$ cat config.mk
export PLATFORM = sky130hd
export DESIGN_NAME = onewire_rom_search
export DESIGN_NICKNAME = d
export VERILOG_FILES = /design/src/hdl/ors_pkg.sv /design/src/hdl/ors_step.sv /design/src/hdl/ors_state.sv /design/src/hdl/onewire_rom_search.sv
export SDC_FILE = /design/constraint.sdc
export NUM_CORES = 1
export LEC_CHECK = 0
export ABC_AREA = 1
export BUFFER_PORTS_ARGS = -buffer_cell sky130_fd_sc_hd__buf_2
export CORE_UTILIZATION = 41
export CTS_BUF_LIST = sky130_fd_sc_hd__clkbuf_8
export DETAILED_ROUTE_END_ITERATION = 16
export PLACE_DENSITY_LB_ADDON = 0.05
export SKIP_LAST_GASP = 1
export SLEW_MARGIN = 20
export SYNTH_ARGS = -nofsm -noshare
export SYNTH_HDL_FRONTEND = slang
export SYNTH_SLANG_ARGS = --single-unit
$ cat constraint.sdc
create_clock -name clk -period 3.2 [get_ports clk]
set_input_delay 0.16 -clock clk [delete_from_list [all_inputs] [get_ports clk]]
set_output_delay 0.16 -clock clk [all_outputs]
set_load 0.01 [all_outputs]
$ cat src/hdl/ors_pkg.sv
`timescale 1ns / 1ps
// ----------------------------------------------------------------------------
// ors_pkg: shared types and codes for the 1-Wire ROM search block
// Item, result and search-state records, plus the mode and action codes.
// ----------------------------------------------------------------------------
package ors_pkg;

  localparam int ROM_BITS = 64;
  localparam int POS_W    = 7;
  localparam int IDX_W    = 6;
  localparam int CRC_W    = 8;

  localparam logic [CRC_W-1:0] CRC_POLY_REFL = 8'h8C;

  // Mode codes of an input request.
  localparam logic [1:0] MODE_FIRST = 2'd0;
  localparam logic [1:0] MODE_NEXT  = 2'd1;
  localparam logic [1:0] MODE_PAIR  = 2'd2;

  // Action codes of a result.
  localparam logic [1:0] ACT_NONE       = 2'd0;
  localparam logic [1:0] ACT_SEARCH_CMD = 2'd1;
  localparam logic [1:0] ACT_WRITE_DIR  = 2'd2;

  localparam logic [POS_W-1:0] POS_FIRST = 7'd1;
  localparam logic [POS_W-1:0] POS_LAST  = 7'd64;
  localparam logic [POS_W-1:0] POS_DONE  = 7'd65;

  typedef struct packed {
    logic [1:0] mode;
    logic       presence;
    logic       id_bit;
    logic       cmp_bit;
  } item_t;

  typedef struct packed {
    logic [1:0]          action;
    logic                direction;
    logic                finished;
    logic                found;
    logic [ROM_BITS-1:0] rom_code;
    logic                last_device;
  } result_t;

  typedef struct packed {
    logic [ROM_BITS-1:0] rom;
    logic [POS_W-1:0]    last_discrepancy;
    logic [POS_W-1:0]    last_zero_pos;
    logic [POS_W-1:0]    bit_position;
    logic [CRC_W-1:0]    crc;
    logic                device_done;
    logic                searching;
  } state_t;

endpackage

$ cat src/hdl/ors_step.sv
`timescale 1ns / 1ps
// ----------------------------------------------------------------------------
// ors_step: search decision for one request
// Pure combinational step: from the current search state and one request it
// forms the result and the next search state.
// ----------------------------------------------------------------------------
module ors_step (
  input  ors_pkg::state_t  cur,
  input  ors_pkg::item_t   item,
  output ors_pkg::state_t  nxt,
  output ors_pkg::result_t res
);
  import ors_pkg::*;

  function automatic logic [CRC_W-1:0] crc_bit(input logic [CRC_W-1:0] crc,
                                               input logic b);
    logic [CRC_W-1:0] sh;
    sh = crc >> 1;
    return ((crc[0] ^ b) == 1'b1) ? (sh ^ CRC_POLY_REFL) : sh;
  endfunction

  logic [IDX_W-1:0] idx;
  logic             dir;
  logic             zero_pick;
  logic [ROM_BITS-1:0] rom_new;
  logic [CRC_W-1:0]    crc_new;

  assign idx = IDX_W'(cur.bit_position - POS_FIRST);

  always_comb begin
    zero_pick = 1'b0;
    if (item.id_bit != item.cmp_bit) begin
      dir = item.id_bit;
    end else if (cur.bit_position < cur.last_discrepancy) begin
      dir = cur.rom[idx];
      zero_pick = ~dir;
    end else begin
      dir = (cur.bit_position == cur.last_discrepancy);
      zero_pick = ~dir;
    end
    rom_new      = cur.rom;
    rom_new[idx] = dir;
    crc_new      = crc_bit(cur.crc, dir);
  end

  always_comb begin
    nxt = cur;
    res.action      = ACT_NONE;
    res.direction   = 1'b0;
    res.finished    = 1'b0;
    res.found       = 1'b0;
    res.last_device = 1'b0;
    case (item.mode)
      MODE_FIRST, MODE_NEXT: begin
        if (item.mode == MODE_FIRST) begin
          nxt.last_discrepancy = '0;
          nxt.device_done      = 1'b0;
        end
        nxt.searching = 1'b0;
        // A first search never sees the done flag, since it was just cleared.
        if ((item.mode == MODE_NEXT && cur.device_done) || !item.presence) begin
          nxt.last_discrepancy = '0;
          nxt.device_done      = 1'b0;
          res.finished         = 1'b1;
        end else begin
          res.action         = ACT_SEARCH_CMD;
          nxt.searching      = 1'b1;
          nxt.bit_position   = POS_FIRST;
          nxt.last_zero_pos  = '0;
          nxt.crc            = '0;
        end
      end
      MODE_PAIR: begin
        if (cur.searching) begin
          if (item.id_bit && item.cmp_bit) begin
            nxt.last_discrepancy = '0;
            nxt.device_done      = 1'b0;
            nxt.searching        = 1'b0;
            res.finished         = 1'b1;
          end else begin
            res.action    = ACT_WRITE_DIR;
            res.direction = dir;
            nxt.rom       = rom_new;
            nxt.crc       = crc_new;
            if (zero_pick) begin
              nxt.last_zero_pos = cur.bit_position;
            end
            if (cur.bit_position >= POS_LAST) begin
              res.finished     = 1'b1;
              nxt.searching    = 1'b0;
              nxt.bit_position = POS_DONE;
              if (crc_new == '0 && rom_new[7:0] != 8'd0) begin
                nxt.last_discrepancy = nxt.last_zero_pos;
                nxt.device_done      = (nxt.last_zero_pos == '0);
                res.found            = 1'b1;
                res.last_device      = (nxt.last_zero_pos == '0);
              end else begin
                nxt.last_discrepancy = '0;
                nxt.device_done      = 1'b0;
              end
            end else begin
              nxt.bit_position = cur.bit_position + POS_FIRST;
            end
          end
        end
      end
      default: begin
      end
    endcase
    res.rom_code = nxt.rom;
  end

endmodule

$ cat src/hdl/ors_state.sv
`timescale 1ns / 1ps
// ----------------------------------------------------------------------------
// ors_state: search state registers
// Holds ROM, discrepancy marks, bit position, CRC and flags; updates them
// through the step logic whenever a request advances to the result stage.
// ----------------------------------------------------------------------------
module ors_state (
  input  logic             clk,
  input  logic             rst,
  input  logic             advance,
  input  ors_pkg::item_t   item,
  output ors_pkg::result_t res,
  output ors_pkg::state_t  st
);
  import ors_pkg::*;

  state_t st_next;

  ors_step u_step (
    .cur  (st),
    .item (item),
    .nxt  (st_next),
    .res  (res)
  );

  always_ff @(posedge clk) begin
    if (rst) begin
      st.rom              <= '0;
      st.last_discrepancy <= '0;
      st.last_zero_pos    <= '0;
      st.bit_position     <= POS_FIRST;
      st.crc              <= '0;
      st.device_done      <= 1'b0;
      st.searching        <= 1'b0;
    end else if (advance) begin
      st <= st_next;
    end
  end

endmodule

$ cat src/hdl/onewire_rom_search.sv
`timescale 1ns / 1ps
// ----------------------------------------------------------------------------
// onewire_rom_search: decision side of a 1-Wire master ROM search
// Turns begin and bit-pair requests into bus actions and tracks the ROM,
// discrepancy, CRC-8 and last-device state of the search.
//
//   channel   dir  tdata                                  tuser
//   s_axis    in   presence, id_bit, cmp_bit              mode
//   m_axis    out  direction, finished, found, rom_code,  action
//                  last_device
//
// A request is registered on entry and decided when its result loads the
// output register; one request per cycle is sustained while m_axis does not
// stall. The state update and the decision are made in the same cycle by the
// step logic. A stall on m_axis holds the result; one more request waits in
// the input register, and s_axis_tready drops only when both are full.
// Reset is synchronous and leaves the search idle with bit position one.
// ----------------------------------------------------------------------------
module onewire_rom_search (
  input  logic        clk,
  input  logic        rst,
  input  logic        s_axis_tvalid,
  output logic        s_axis_tready,
  input  logic [7:0]  s_axis_tdata,   // presence, id_bit, cmp_bit, zero fill
  input  logic [1:0]  s_axis_tuser,   // mode
  output logic        m_axis_tvalid,
  input  logic        m_axis_tready,
  output logic [71:0] m_axis_tdata,   // direction, finished, found,
                                      // rom_code[63:0], last_device, zero fill
  output logic [1:0]  m_axis_tuser    // action
);
  import ors_pkg::*;

  logic    in_valid;
  item_t   in_item;
  logic    out_valid;
  result_t out_res;
  result_t step_res;
  state_t  st;
  logic    advance;

  assign advance       = in_valid && (!out_valid || m_axis_tready);
  assign s_axis_tready = !in_valid || advance;

  always_ff @(posedge clk) begin
    if (rst) begin
      in_valid <= 1'b0;
    end else if (s_axis_tready) begin
      in_valid <= s_axis_tvalid;
    end
  end

  always_ff @(posedge clk) begin
    if (s_axis_tready && s_axis_tvalid) begin
      in_item.mode     <= s_axis_tuser;
      in_item.presence <= s_axis_tdata[0];
      in_item.id_bit   <= s_axis_tdata[1];
      in_item.cmp_bit  <= s_axis_tdata[2];
    end
  end

  ors_state u_state (
    .clk     (clk),
    .rst     (rst),
    .advance (advance),
    .item    (in_item),
    .res     (step_res),
    .st      (st)
  );

  always_ff @(posedge clk) begin
    if (rst) begin
      out_valid <= 1'b0;
    end else if (advance) begin
      out_valid <= 1'b1;
    end else if (m_axis_tready) begin
      out_valid <= 1'b0;
    end
  end

  always_ff @(posedge clk) begin
    if (advance) begin
      out_res <= step_res;
    end
  end

  assign m_axis_tvalid = out_valid;
  assign m_axis_tuser  = out_res.action;
  assign m_axis_tdata  = {4'd0, out_res.last_device, out_res.rom_code,
                          out_res.found, out_res.finished, out_res.direction};

  // A request waiting behind a stalled result stays in the input register.
  a_in_hold: assert property (@(posedge clk) disable iff (rst)
    in_valid && !advance |=> in_valid)
    else $error("input register lost a waiting request");

  // A search command always restarts the pass at the first bit.
  a_begin_state: assert property (@(posedge clk) disable iff (rst)
    advance && step_res.action == ACT_SEARCH_CMD |=>
      st.searching && st.bit_position == POS_FIRST && st.crc == '0)
    else $error("search command without a fresh search state");

  // A finished pass leaves the search idle.
  a_finish_idle: assert property (@(posedge clk) disable iff (rst)
    advance && step_res.finished |=> !st.searching)
    else $error("search still running after a finished pass");

  // The last-device mark comes only with a found ROM.
  a_last_found: assert property (@(posedge clk) disable iff (rst)
    advance && step_res.last_device |-> step_res.found && step_res.finished)
    else $error("last device reported without a found ROM");

endmodule
==> flow_summary.ini <==
[finish]
layout_commonest_cell = nand2_1
mostFrequentLayoutCells = 260 x nand2_1, 163 x inv_1, 127 x nor2_1
antenna_cells = 0
final_nets = 1250
layout-drive-gt1-share_pct = 13.2
syn_to_final_growth_pct = 13.2
fin_area_sq_um = 9780

[place]
port_buffers = 80
place_area_sq_um = 9310
pre_cts_ws_ns = 0.288
gp_congestion = 0.794
dp_hpwl_microns = 13700

[critical_path]
rr_worst_depth = 17
cp_max_fo = 48
critPathLaunchType = register
reg2reg_to = m_axis_tdata[26]
end_kind = register
reg2reg_from = u_state.st[10]
crit_arrival_ns = 3.12
required_ns = 3.41
r2r_setup_slack_ns = 0.29
path_class = register to register

[sta]
fin_tns_setup_ns = 0
max_freq_mhz = 343
holdWs_ns = 0.184
worstMarginPinSlew_ns = 0.660
relSlewSlack_pct = 55.9
finClkSkew_ns = 0.0137
min_period_ns = 2.91
fin_ws_ns = 0.288
rsz0062_at_grt = no
min_period_over_period_pct = 91.0
hold_viol_final = 0
setup-violations-final = 0
drv_slew = 0

[floorplanning]
core.rowCount = 52
die_width_microns = 147
coreArea_sq_um = 20400
ioPinCount = 90
die_area_sq_um = 21700
initial_core_util_pct = 42.3
die_height_microns = 147

[worst_hold_path]
holdPathStages = 2
hold_path_end = u_state.st[20]
min_from = rst
hp-class = primary input to register

[clocking]
clk_pin_slew_ns = 0.09
clk_path_buf_depth = 2
cts_tree = done
cts.sinks = 172
postCtsSetupBuffers = 0
cts_max_level = 4
clk_latency_ns = 0.47
cts_buffers = 17
cts_root_buffer = clkbuf_8

[flow_run]
cap_violations = 0

[power]
power.density_nw_per_um2 = 476
total_power_uw = 4660
power_leakage_uw = 0.00421
irDropWorstVdd_v = 0.000246

[global_route]
grt_max_degree = 76
grt_busiest_layer = met2
grt_pass1_vias = 6514
grt_pass1_wl_microns = 33800
grt.total_usage_pct = 19.9
grt_overflow = 0
use_met2_pct = 32.6
antenna_found_initial = 0
met1_usage_pct = 27.4
grt_use_met3_pct = 2.64

[yosys]
synthTopCellsByArea = edfxtp_1 26%, dfxtp_1 22%, nand2_1 11%
synth_top_cell_by_area = edfxtp_1
synth_seq_cells = 172
postSynthCellCount = 1152
yosys_warnings = 0
synthFlopType = dfxtp_1
yosysSeqAreaShare_pct = 48.6
synth-edff-count = 75
synthArstFlopShare_pct = 0
synthDistinctLibCells = 36
syn_area_sq_um = 8640
synth.avg_cell_area_sq_um = 7.50
synth_top_cell_area_share_pct = 26.1

[routing]
dr.pass1.iters = 6
ant_nets = 0
wl_microns = 21000
num_vias = 7153
wl_per_cell_microns = 13.9
drt_iter0_drc = 468
drc_errors = 0
vias_per_cell = 4.74

[outcome]
status = completed
## cell usage after synthesis (2+ instances only)
cell type / n
nor3_2: 3
inv_2: 8
o21ai_0: 112
clkinv_1: 2
clkbuf_1: 33
ha_1: 11
buf_2: 14
nor3b_1: 2
nand3_2: 6
nor4_1: 2
o21ai_1: 46
inv_1: 164
or2_1: 3
nand2_2: 4
or2_2: 3
nand4_1: 5
nor2_1: 127
buf_4: 7
xor2_2: 2
nand2_1: 261
xor2_4: 2
dfxtp_1: 97
nand3_1: 42
edfxtp_1: 75
a21oi_1: 99
nor3_1: 12
## cell families after synthesis
| kind of cell | count (synthesis) | share of synthesized area [%] |
|---|---|---|
| XOR/XNOR | 4 | 1.01 |
| other | 1 | 0.0434 |
| AND/OR/NAND/NOR | 474 | 23.0 |
| adder cells (fa/ha/maj) | 11 | 1.59 |
| flip-flops | 172 | 48.6 |
| buffers and inverters | 229 | 10.5 |
| AO/OA/AOI/OAI | 261 | 15.3 |
## final cells by class
cell class,instances,area [sq um]
Sequential cell,172,4190
Tap cell,270,338
Timing Repair Buffer,106,653
Inverter,174,658
Clock buffer,20,275
Clock inverter,12,111
Multi-Input combinational cell,754,3550
Fill cell,2096,10700
## worst max-delay path, cell delays in order, from the launching register on
cell	delay, ns
dfxtp_1	0.35
buf_4	0.49
nand2_1	0.10
o21ai_0	0.09
nand2_1	0.06
nand2_1	0.12
nand2_1	0.07
nand3_1	0.08
nand3_1	0.07
nand3_1	0.11
nand3_2	0.11
nand3_2	0.23
nand2_1	0.10
inv_2	0.12
buf_12	0.23
nand2_1	0.07
o21ai_0	0.15
inv_1	0.08
## worst max path at each step
stage                              start          endpoint  cells past startpoint
after floorplan           u_state.st[10]   m_axis_tdata[2]                     21
after CTS                 u_state.st[10]  m_axis_tdata[67]                     18
final                     u_state.st[10]  m_axis_tdata[26]                     17
after global routing      u_state.st[10]  m_axis_tdata[66]                     17
after global placement    u_state.st[10]  m_axis_tdata[66]                     17
after detailed placement  u_state.st[10]  m_axis_tdata[66]                     17
## power by group
part	switching, uW	total, uW	leakage [uW]	internal (uW)
sequential	52.6	2470	0.00151	2410
clock	840	1520	0.000194	683
combinational	445	668	0.00251	223
## state kept, by name, indices dropped and copies added (netlist names)
register       cells
in_item            5
m_axis_tuser       2
m_axis_tdata      68
u_state.st        95
in_valid           1
m_axis_tvalid      1
## what timing repair did
action,in CTS,in global routing
hold buffers,8,0
hold endpoints to repair,7,0
resized for setup,0,1
endpoints found under the setup margin,0,2
## per-layer routing
metal | wire (microns) | up-vias
met5 | 0 | -
met4 | 173 | 0
met3 | 564 | 13
met2 | 9760 | 120
met1 | 10500 | 3181
li1 | - | 3839
## metrics by stage
step	util [%]	instances
after floorplan	-	1155
after global placement	45.6	1468
after detailed placement	45.6	1468
after CTS	47.8	1508
after global routing	47.9	1508
final	47.9	1508
No activity file was read; power rests on OpenSTA's default activity.
